[config.mk]
export PLATFORM = sky130hd
export DESIGN_NAME = tmse_ram
export DESIGN_NICKNAME = d
export VERILOG_FILES = /design/src/sv/tmse_ram.sv
export SDC_FILE = /design/constraint.sdc
export NUM_CORES = 1
export LEC_CHECK = 0
export ABC_AREA = 1
export BUFFER_PORTS_ARGS = -buffer_cell sky130_fd_sc_hd__buf_2
export CAP_MARGIN = 20
export CORE_MARGIN = 2
export CORE_UTILIZATION = 50
export CTS_BUF_LIST = sky130_fd_sc_hd__clkbuf_8
export DETAILED_ROUTE_END_ITERATION = 12
export GPL_TIMING_DRIVEN = 0
export PLACE_DENSITY = 0.66
export SLEW_MARGIN = 10
export SYNTH_ARGS = -nofsm -noshare
export SYNTH_HDL_FRONTEND = slang
export SYNTH_SLANG_ARGS = --single-unit
[constraint.sdc]
create_clock -name clk -period 4.9 [get_ports clk]
set_clock_uncertainty 0.05 [all_clocks]
set_input_delay 0.49 -clock clk [delete_from_list [all_inputs] [get_ports clk]]
set_output_delay 0.49 -clock clk [all_outputs]
set_load 0.05 [all_outputs]
[src/sv/tmse_ram.sv]
`default_nettype none
module tmse_ram #(
  parameter int DEPTH = 64,
  parameter int WIDTH = 8,
  localparam int AW = (DEPTH > 1) ? $clog2(DEPTH) : 1
) (
  input  wire logic             clk,
  input  wire logic             we,
  input  wire logic [AW-1:0]    waddr,
  input  wire logic [WIDTH-1:0] wdata,
  input  wire logic [AW-1:0]    raddr,
  output logic      [WIDTH-1:0] rdata_r
);

  logic [WIDTH-1:0] mem [DEPTH];

  always_ff @(posedge clk) begin
    if (we) begin
      mem[waddr] <= wdata;
    end
    rdata_r <= mem[raddr];
  end

endmodule
`default_nettype wire

==> impl_results.md, run 1 <==
- CP Cell Sequence: clkbuf_1, inv_1, nand4_1, nor2_1
- H-tree depth: 3
- Std-Cell Rows: 75
- Max rail drop VDD: 0.191 mV
- Wirelength, routed: 60200 um
- # DRC: 0
- Slew headroom: 0.268
- Critical path required time: 5.09 ns
- # clock sinks: 520
- Register Area: 15500 sq um
- Fillers: 3507
- CTS max path bufs: 3
- Gr ovfl total: 0
- CP Data Arrival Time: 2.72 ns
- CTS Root Cell: clkbuf_8
- R2R setup slack: 3.40 ns
- # IOs: 30
- Synth warn: 0
- Worst-margin pin slew: 1.09 ns
- CP startpoint: waddr[1]
- CTS resizes: 0
- CP Buf/Inv Count: 2
- Final Util: 0.566
- Pwr Density: 380 nW/um^2
- Worst r2r path cells: 8
- Vias per cell: 5.86
- Cell with the most instances after synthesis: nand2_1
- Post-Layout Inst Area: 23800 sq um
- Register bit total from synthesis: 520
- # Post-CTS Setup Buffers: 0
- Die H: 211 um
- FF-to-FF Start: mem[59][4]
- Post-synthesis mux area share: 0
- P_leak: 0.00875 uW
- Syn_area_per_cell: 11.8 sq um
- RSZ-0062 raised after global routing: no
- Mapped Nets: 1827
- Final-report hold violation count: 0
- Synth Flop Type: edfxtp_1
- Distinct cell type count after synthesis: 16
- Dpl hpwl: 39900 um
- Drt pass-1 iters: 6
- Min Tclk post-route: 2.53 ns
- Hold path depth: 1
- Endpoints failing setup: 0
- Synth area leader: edfxtp_1
- Max-cap violation count: 0
- Via count: 14.8k
- Core Footprint: 42000 sq um
- HP Class: in -> reg
- Die width: 211 um
- WL/cell: 23.9 um
- Sequential area share after synthesis: 0.728
- CTS tree: built
- Ranking of synthesized cells by area: edfxtp_1, nand2_1, nand3_1
- Vias in the first global route: 13.8k
- Status: completed
- Top achievable clock speed: 396 MHz
- Initial antenna violation count: 2
- Post-Synth Simple-Gate Area: 0.232
- CTS Buf Count: 84
- Period utilisation layout: 0.516
- CP max stage delay: 1.03 ns
- Crit path max fanout: 9
- DIE AREA: 44300 sq um
- Hold path endpoint: mem[41][7]
- Synth Area in Compound Gates: 0
- Port Buf Inserts: 21
- Final weighted congestion in routability-driven placement: 0.957
- Share of cells above drive strength 1: 0.115
- Adder-cell share of the synthesized area: 0
- Largest family of logic cells by synthesized area: simple AND/OR/NAND/NOR gates
- Area after DPL: 22300 sq um
- Startpoint types: primary input
- Final slew viol count: 0
- Final net count: 1944
- Share of the synthesized area in the top cell type: 0.720
- Hold buffers post-CTS: 0
- Share of flip-flops with an asynchronous set or reset: 0
- Synth cell count leaders: nand2_1, edfxtp_1, nand3_1
- Synth Area in XOR/XNOR: 0
- Synthesized netlist cell count: 1805
- Worst-path clk slew: 0.06 ns
- Largest net degree at the start of global routing: 65
- Area growth syn-to-layout: 11.5%
- Crit path kind: in -> reg
- Hold path start: wdata[7]
- First-pass GRT wire length: 87700 um
- Final TNS setup: 0 ns
- FF-to-FF End: rdata_r[4]
- CP delay by family, top: simple AND/OR/NAND/NOR gates
- Initial Utilization: 0.508
- GRT Total Usage: 0.275
- Post-Syn Area: 21300 sq um
- 1st-iter DRT viols: 2057
- Footprint of the multi-input gates: 5000 sq um
- Skew-Pair Late Insertion Delay: 0.65 ns
- Slowest-stage cell, CP: nor2_1
- Type of destination of the critical path: flip-flop
- Post-synth EDFFs: 512
- Routed Antenna Nets: 0
worst max-delay path by stage:
stage                             to  slack, ns  cells past startpoint
after CTS                 mem[26][5]       2.53                      4
after floorplan           mem[48][0]       2.59                      3
after detailed placement  mem[26][5]       1.86                      4
after global routing      mem[25][0]       2.44                      4
final                     mem[25][0]       2.37                      4
after global placement    mem[54][0]       1.75                      4
through the flow:
step	total power (uW)	std cells	setup WS, ns	hold slack, ns
floorplan	5400	1805	2.59	0.539
global placement	5680	2365	1.75	0.850
detailed placement	5700	2375	1.86	0.855
CTS	9050	2523	2.53	0.229
global route	9290	2524	2.44	0.247
finish	9030	2524	2.37	0.241
state kept, by name (all words and copies together) (netlist names):
name,cells
rdata_r,8
mem,512
report_power, final:
part | switching [uW] | internal (uW)
clock | 1670 | 1740
combinational | 512 | 172
sequential | 8.28 | 4930
per-layer routing:
layer	track usage	wire, um
met2	0.417	27100
met3	0.0566	6510
met1	0.387	24100
met4	0.123	2540
met5	0	0
kinds of logic (layout without fill, tap and decap cells):
group / Yosys count / after routing
and+or+nand+nor: 1160 / 1160
DFF: 520 / 520
buffers and inverters: 125 / 304
other: 0 / 1
area by class of cell:
class | count | area share
Clock inverter | 61 | 0.0126
Clock buffer | 87 | 0.0503
Timing Repair Buffer | 31 | 0.00926
Antenna cell | 1 | 0.000105
Inverter | 12 | 0.00210
Sequential cell | 520 | 0.653
Buffer | 113 | 0.0340
Multi-Input combinational cell | 1160 | 0.210
Tap cell | 539 | 0.0284
placed cells by master (no fill, tap or decap):
cell type   netlist  final
clkinvlp_4        0      2
dfxtp_1           8      8
clkinv_1          0     17
nor2_1           56     56
buf_4            14     28
buf_12            0      2
bufinv_16         0      2
nand2_1         648    648
nand4_1           9      9
buf_6            35     35
inv_1            10     41
inv_6             1      1
diode_2           0      1
clkbuf_1         15     15
edfxtp_1        512    512
clkbuf_8          0     87
buf_2            37     52
clkinv_2          0      9
nor4_2            0      8
nand3_1         439    439
buf_1            10     10
inv_2             1      1
buf_8             2      2
No activity file was read; power rests on OpenSTA's default activity.
==> inputs of run 2 (changes only) <==
--- a/config.mk
+++ b/config.mk
@@ -5,7 +5,7 @@
 export SDC_FILE = /design/constraint.sdc
 export NUM_CORES = 1
 export LEC_CHECK = 0
-export ABC_AREA = 1
+export ABC_AREA = 0
 export BUFFER_PORTS_ARGS = -buffer_cell sky130_fd_sc_hd__buf_2
 export CAP_MARGIN = 20
 export CORE_MARGIN = 2
@@ -13,7 +13,7 @@
 export CTS_BUF_LIST = sky130_fd_sc_hd__clkbuf_8
 export DETAILED_ROUTE_END_ITERATION = 12
 export GPL_TIMING_DRIVEN = 0
-export PLACE_DENSITY = 0.66
+export PLACE_DENSITY = 0.68
 export SLEW_MARGIN = 10
 export SYNTH_ARGS = -nofsm -noshare
 export SYNTH_HDL_FRONTEND = slang
==> constraint.sdc (replaced) <==
create_clock -name clk -period 2 [get_ports clk]
set_clock_uncertainty 0.05 [all_clocks]
set_input_delay 0.2 -clock clk [delete_from_list [all_inputs] [get_ports clk]]
set_output_delay 0.2 -clock clk [all_outputs]
set_load 0.05 [all_outputs]
==> run 2 against run 1 <==
Against the previous run: the flow now finishes with violations (negative setup slack); count of clock-buffer cells in the layout decreased by 1; first-iteration DRC count decreased by 43%; critical path type unchanged; synthesized cell count fell by 48%; non-clock buffer count down 56; register-to-register slack worse by 3.4 ns; critical path depth did not move; sequential share of layout area is 2.7 points higher; die area is 5.4% lower.
==> impl_results.md, run 2 <==
- Pwr Density: 958 nW/um^2 (was 380 nW/um^2)
- Max-cap violation count: 0 (unchanged)
- Startpoint types: primary input (unchanged)
- Synthesized netlist cell count: 940 (was 1805)
- Sequential area share after synthesis: 0.770 (was 0.728)
- CTS Root Cell: clkbuf_8 (unchanged)
- Via count: 10.1k (was 14.8k)
- Crit path kind: in -> reg (unchanged)
- 1st-iter DRT viols: 1172 (was 2057)
- Cell with the most instances after synthesis: edfxtp_1 (was nand2_1)
- Synth cell count leaders: edfxtp_1, mux4_2, nor2_1 (was nand2_1, edfxtp_1, nand3_1)
- Die H: 205 um (was 211 um)
- CTS tree: built (unchanged)
- # clock sinks: 520 (unchanged)
- Synth warn: 0 (unchanged)
- Top achievable clock speed: 489 MHz
- Fin worst setup slack: -0.0439 ns (was 2.37 ns)
- Drt pass-1 iters: 5 (was 6)
- Vias per cell: 6.13 (was 5.86)
- CP Buf/Inv Count: 1 (was 2)
- Post-Layout Inst Area: 22800 sq um (was 23800 sq um)
- Share of the synthesized area in the top cell type: 0.762 (was 0.720)
- Post-synth EDFFs: 512 (unchanged)
- Final weighted congestion in routability-driven placement: 0.951 (was 0.957)
- Port Buf Inserts: 21 (unchanged)
- Area after DPL: 20900 sq um (was 22300 sq um)
- Dpl hpwl: 29400 um (was 39900 um)
- # IOs: 30 (unchanged)
- HP Class: in -> reg (unchanged)
- Core Footprint: 39700 sq um (was 42000 sq um)
- Endpoints failing setup: 8 (was 0)
- Std-Cell Rows: 73 (was 75)
- Worst hold margin: 0.118 ns (was 0.241 ns)
- Critical path required time: 2.18 ns (was 5.09 ns)
- Comb pwr share: 0.061 (was 0.076)
- Share of cells above drive strength 1: 0.294 (was 0.115)
- CTS Buf Count: 80 (was 84)
- Register with the highest flop count: mem (unchanged)
- Max rail drop VDD: 0.395 mV (was 0.191 mV)
- Worst slack, placed: -1.07 ns (was 1.86 ns)
- Initial antenna violation count: 3 (was 2)
- Slowest-stage cell, CP: nor2_1 (unchanged)
- Wirelength, routed: 46800 um (was 60200 um)
- WL/cell: 28.4 um (was 23.9 um)
- H-tree depth: 3 (unchanged)
- Skew-Pair Late Insertion Delay: 0.62 ns (was 0.65 ns)
- Status: finished, violations left (was completed)
- Final net count: 1081 (was 1944)
- Period utilisation layout: 1.02
- DIE AREA: 42000 sq um (was 44300 sq um)
- Worst-margin pin slew: 1.05 ns (was 1.09 ns)
- # Post-CTS Setup Buffers: 0 (unchanged)
- P_leak: 0.00723 uW (was 0.00875 uW)
- Commonest non-fill, non-tap cell in the layout: edfxtp_1 (was nand2_1)
- Post-Syn Area: 20200 sq um (was 21300 sq um)
- Clock network fraction of total power: 0.387 (was 0.378)
- # DRC: 0 (unchanged)
- CTS max path bufs: 3 (unchanged)
- First-pass GRT wire length: 67100 um (was 87700 um)
- Initial Utilization: 0.508 (about the same)
- Die width: 205 um (was 211 um)
- Synth area leader: edfxtp_1 (unchanged)
- RSZ-0062 raised after global routing: yes (was no)
- Int Pwr: 17000 uW (was 6840 uW)
- Largest net degree at the start of global routing: 65 (unchanged)
- CP delay by family, top: simple AND/OR/NAND/NOR gates (unchanged)
- Synth Flop Type: edfxtp_1 (unchanged)
- Min Tclk post-route: 2.04 ns
- Final Util: 0.575 (was 0.566)
- Gr ovfl total: 0 (unchanged)
- CP max stage delay: 0.90 ns (was 1.03 ns)
- Net Sw Frac: 0.222 (was 0.242)
- Mapped Nets: 962 (was 1827)
- CP Data Arrival Time: 2.23 ns (was 2.72 ns)
- Vias in the first global route: 9956 (was 13.8k)
- Commonest non-fill, non-tap cells in the layout: edfxtp_1, mux4_2, clkbuf_8, nor2_1, buf_2 (was nand2_1, edfxtp_1, nand3_1, clkbuf_8, nor2_1)
- Final-report hold violation count: 0 (unchanged)
- Worst-path clk slew: 0.06 ns (about the same)
- Final slew viol count: 0 (unchanged)
- Slew headroom: 0.300 (was 0.268)
- NetSw: 4850 uW (was 2190 uW)
- GRT Total Usage: 0.228 (was 0.275)
- Share of flip-flops with an asynchronous set or reset: 0 (unchanged)
- Routed Antenna Nets: 0 (unchanged)
- Regs by FF count: mem (512), rdata_r (8) (unchanged)
- Ranking of synthesized cells by area: edfxtp_1, mux4_2, nor2_1 (was edfxtp_1, nand2_1, nand3_1)
- Max reg flops: 512 (unchanged)
- CP Cell Sequence: clkbuf_1, nor2b_1, nand3_1, nor2_1 (was clkbuf_1, inv_1, nand4_1, nor2_1)
- Type of destination of the critical path: flip-flop (unchanged)
- Distinct cell type count after synthesis: 40 (was 16)
- Reg power frac: 0.552 (was 0.547)
- Syn_area_per_cell: 21.5 sq um (was 11.8 sq um)
- Register bit total from synthesis: 520 (unchanged)
- Violated checks: negative setup slack
- Crit path max fanout: 10 (was 9)
- Area growth syn-to-layout: 13.3% (was 11.5%)
run 2: routing by layer:
| layer | vias to the layer above | wire (um) | GRT usage |
|---|---|---|---|
| met5 | - | 24 | 0 |
| met4 | 4 | 1270 | 0.0784 |
| met3 | 82 | 4790 | 0.0581 |
| met2 | 554 | 22000 | 0.350 |
| met1 | 5269 | 18700 | 0.323 |
| li1 | 4183 | - | - |
run 2: cell families (layout without fill, tap and decap cells):
kind of cell,after synthesis,after routing,share of synthesized area
buf+inv,51,232,0.0157
other cells,0,1,0
simple gates,153,153,0.0339
flops,520,520,0.770
compound gates,54,54,0.0207
mux,162,162,0.159
run 2: repair_timing:
item / 4_1_cts / 5_1_grt
hold buffers: 1 / 6
endpoints found under the hold margin: 2 / 89
cloned: 0 / 0
endpoints found under the setup margin: 8 / 71
pin swaps: 1 / 1
gates resized for setup: 25 / 16
run 2: path summary, 6_finish.rpt:
| check | from | endpoint | cells past startpoint | slack [ns] |
|---|---|---|---|---|
| min | wdata[6] | mem[8][6] | 1 | 0.12 |
| max reg2reg | mem[21][1] | rdata_r[1] | 5 | 0.03 |
| min reg2reg | mem[31][6] | rdata_r[6] | 3 | 0.87 |
| max | waddr[2] | mem[45][3] | 4 | -0.04 |
run 2: final cells by class:
| class | instances | area [sq um] |
|---|---|---|
| timing repair buffer | 37 | 335 |
| antenna | 1 | 2.50 |
| sequential | 520 | 15500 |
| multi-input combinational | 369 | 4440 |
| clock buffer | 86 | 1180 |
| buffer | 51 | 342 |
| clock inverter | 58 | 347 |
| tap | 525 | 657 |
| fill | 2880 | 16900 |
run 2: power by group through the flow:
stage	sequential [uW]	combinational [uW]	clock, uW
3_3_place_gp	12300	1230	0
4_1_cts	12100	1280	8590
6_report	12100	1340	8460
2_1_floorplan	12400	643	0
3_5_place_dp	12300	1250	0
5_1_grt	12100	1410	9070
run 2: through the flow:
| step | instances | total power, uW | setup TNS [ns] |
|---|---|---|---|
| finish | 1647 | 21900 | -0.294 |
| CTS | 1633 | 22000 | 0 |
| global route | 1646 | 22600 | -2.11 |
| floorplan | 940 | 13000 | 0 |
| detailed placement | 1488 | 13600 | -168.52 |
| global placement | 1486 | 13500 | -132.30 |
==> inputs of run 3 (changes only) <==
--- a/config.mk
+++ b/config.mk
@@ -6,14 +6,13 @@
 export NUM_CORES = 1
 export LEC_CHECK = 0
 export ABC_AREA = 0
-export BUFFER_PORTS_ARGS = -buffer_cell sky130_fd_sc_hd__buf_2
+export BUFFER_PORTS_ARGS = -buffer_cell sky130_fd_sc_hd__buf_4
 export CAP_MARGIN = 20
-export CORE_MARGIN = 2
 export CORE_UTILIZATION = 50
 export CTS_BUF_LIST = sky130_fd_sc_hd__clkbuf_8
 export DETAILED_ROUTE_END_ITERATION = 12
 export GPL_TIMING_DRIVEN = 0
-export PLACE_DENSITY = 0.68
+export PLACE_DENSITY_LB_ADDON = 0.12
 export SLEW_MARGIN = 10
 export SYNTH_ARGS = -nofsm -noshare
 export SYNTH_HDL_FRONTEND = slang
==> run 3 against run 2 <==
Against the previous run: the flow still finishes with violations (negative setup slack); count of clock-buffer cells in the layout unchanged; fmax increased by 1.5%; combinational power about the same; highest routed layer is now met4; flip-flop and latch count unchanged.
==> impl_results.md, run 3 (same netlist as run 2, synthesis figures left out) <==
- Status: finished, violations left (unchanged)
- Violated checks: negative setup slack (unchanged)
- Worst-margin pin slew: 1.03 ns (was 1.05 ns)
- Register with the highest flop count: mem (unchanged)
- Footprint of the multi-input gates: 4450 sq um (was 4440 sq um)
- Core Footprint: 39700 sq um (unchanged)
- Critical path required time: 2.46 ns (was 2.18 ns)
- # clock sinks: 520 (unchanged)
- Skew-Pair Late Insertion Delay: 0.64 ns (was 0.62 ns)
- GRT Total Usage: 0.247 (was 0.228)
- Endpoints failing setup: 1 (was 8)
- Wirelength, routed: 49000 um (was 46800 um)
- Max rail drop VDD: 0.473 mV (was 0.395 mV)
- DIE AREA: 41100 sq um (was 42000 sq um)
- P_leak: 0.00713 uW (was 0.00723 uW)
- Initial antenna violation count: 1 (was 3)
- Drt pass-1 iters: 5 (unchanged)
- Initial Utilization: 0.508 (unchanged)
- WL/cell: 30.0 um (was 28.4 um)
- Fin worst setup slack: -0.0145 ns (was -0.0439 ns)
- Commonest non-fill, non-tap cells in the layout: edfxtp_1, mux4_2, clkbuf_8, nor2_1, buf_4 (was edfxtp_1, mux4_2, clkbuf_8, nor2_1, buf_2)
- Final net count: 1071 (was 1081)
- Worst slack, placed: -1.09 ns (was -1.07 ns)
- # IOs: 30 (unchanged)
- Final TNS setup: -0.0145 ns (was -0.294 ns)
- Commonest non-fill, non-tap cell in the layout: edfxtp_1 (unchanged)
- Regs by FF count: mem (512), rdata_r (8) (unchanged)
- H-tree depth: 3 (unchanged)
- CTS max path bufs: 3 (unchanged)
- # Post-CTS Setup Buffers: 0 (unchanged)
- Crit path kind: reg -> reg (was in -> reg)
- Worst-path clk slew: 0.06 ns (about the same)
- Crit path max fanout: 1 (was 10)
- CTS tree: built (unchanged)
- Type of destination of the critical path: flip-flop (unchanged)
- Max-cap violation count: 0 (unchanged)
- R2R setup slack: -0.01 ns (was 0.03 ns)
- CTS Buf Count: 84 (was 80)
- 1st-iter DRT viols: 1038 (was 1172)
- Top achievable clock speed: 496 MHz (was 489 MHz)
- Share of cells above drive strength 1: 0.285 (was 0.294)
- Dpl hpwl: 30200 um (was 29400 um)
- # DRC: 0 (unchanged)
- Largest net degree at the start of global routing: 65 (unchanged)
- Area growth syn-to-layout: 12.1% (was 13.3%)
- Die H: 203 um (was 205 um)
- Antenna diodes: 0 (was 1)
- Power, Total: 21500 uW (was 21900 uW)
- Startpoint types: flip-flop (was primary input)
- Port Buf Inserts: 21 (unchanged)
- Final Util: 0.569 (was 0.575)
- HP Class: in -> reg (unchanged)
- Routed Antenna Nets: 0 (unchanged)
- Vias in the first global route: 10.2k (was 9956)
- Gr ovfl total: 0 (unchanged)
- Final slew viol count: 0 (unchanged)
- Period utilisation layout: 1.01 (was 1.02)
- Via count: 9993 (was 10.1k)
- Area after DPL: 21000 sq um (was 20900 sq um)
- Min Tclk post-route: 2.01 ns (was 2.04 ns)
- Final-report hold violation count: 0 (unchanged)
- First-pass GRT wire length: 70600 um (was 67100 um)
- RSZ-0062 raised after global routing: yes (unchanged)
- CTS Root Cell: clkbuf_8 (unchanged)
- Post-Layout Inst Area: 22600 sq um (was 22800 sq um)
- Slew headroom: 0.308 (was 0.300)
- Vias per cell: 6.11 (was 6.13)
- CP Data Arrival Time: 2.47 ns (was 2.23 ns)
- Register Area: 15500 sq um (unchanged)
- Die width: 203 um (was 205 um)
- Final weighted congestion in routability-driven placement: 0.908 (was 0.951)
- Fillers: 3023 (was 2880)
- Std-Cell Rows: 73 (unchanged)
- Max reg flops: 512 (unchanged)
- Pwr Density: 951 nW/um^2 (was 958 nW/um^2)
## run 3: cell types whose count changed in the layout (fill, tap and decap cells not counted), sizes merged
cell / before / now
diode: 1 / 0
clkinv: 28 / 27
buf: 63 / 54
clkdlybuf4s15: 0 / 1
dlygate4sd3: 7 / 1
bufinv: 4 / 0
clkinvlp: 2 / 5
inv: 24 / 29
## run 3: repair_timing
item | in CTS | in global routing
endpoints found under the setup margin | 8 | 8
hold buffers | 1 | 0
resized for setup | 25 | 23
endpoints found under the hold margin | 3 | 0
pin swaps | 0 | 2
## run 3: path summary, 6_finish.rpt
check	cells after the start	endpoint	from
worst max-delay path	5	rdata_r[1]	mem[0][1]
worst min-delay path	1	mem[48][5]	wdata[5]
worst max register to register	5	rdata_r[1]	mem[0][1]
worst min register to register	4	rdata_r[7]	mem[6][7]
## run 3: final cells by class
| class | instances | share of cell area |
|---|---|---|
| Tap cell | 525 | 0.0290 |
| Multi-Input combinational cell | 369 | 0.197 |
| Clock buffer | 86 | 0.0523 |
| Sequential cell | 520 | 0.687 |
| Timing Repair Buffer | 24 | 0.00797 |
| Buffer | 50 | 0.0152 |
| Clock inverter | 61 | 0.0115 |
## run 3: routing by layer
metal	up-vias	GRT usage	share of wire
met5	-	0	0
met4	0	0.0945	0.030
met3	85	0.0536	0.076
met2	453	0.359	0.45
met1	5293	0.369	0.44
li1	4162	-	-
## run 3: through the flow
step | hold WS (ns) | instances
global placement | 0.547 | 1486
floorplan | 0.249 | 940
detailed placement | 0.548 | 1488
finish | 0.0560 | 1635
global route | 0.0311 | 1635
CTS | 0.0230 | 1635
## run 3: where the power goes
part	leakage [uW]	switching [uW]	internal [uW]	total (uW)
logic	0.00163	878	472	1350
clock network	0.000829	4090	3980	8070
registers	0.00467	20.8	12100	12100
## run 3: critical path, cell delays in order, from the launching register on
cell and delay [ns]:
edfxtp_1 0.37, mux4_2 0.51, mux4_2 0.55, nor2_2 0.14, nor3_1 0.08, o2bb2ai_2 0.18
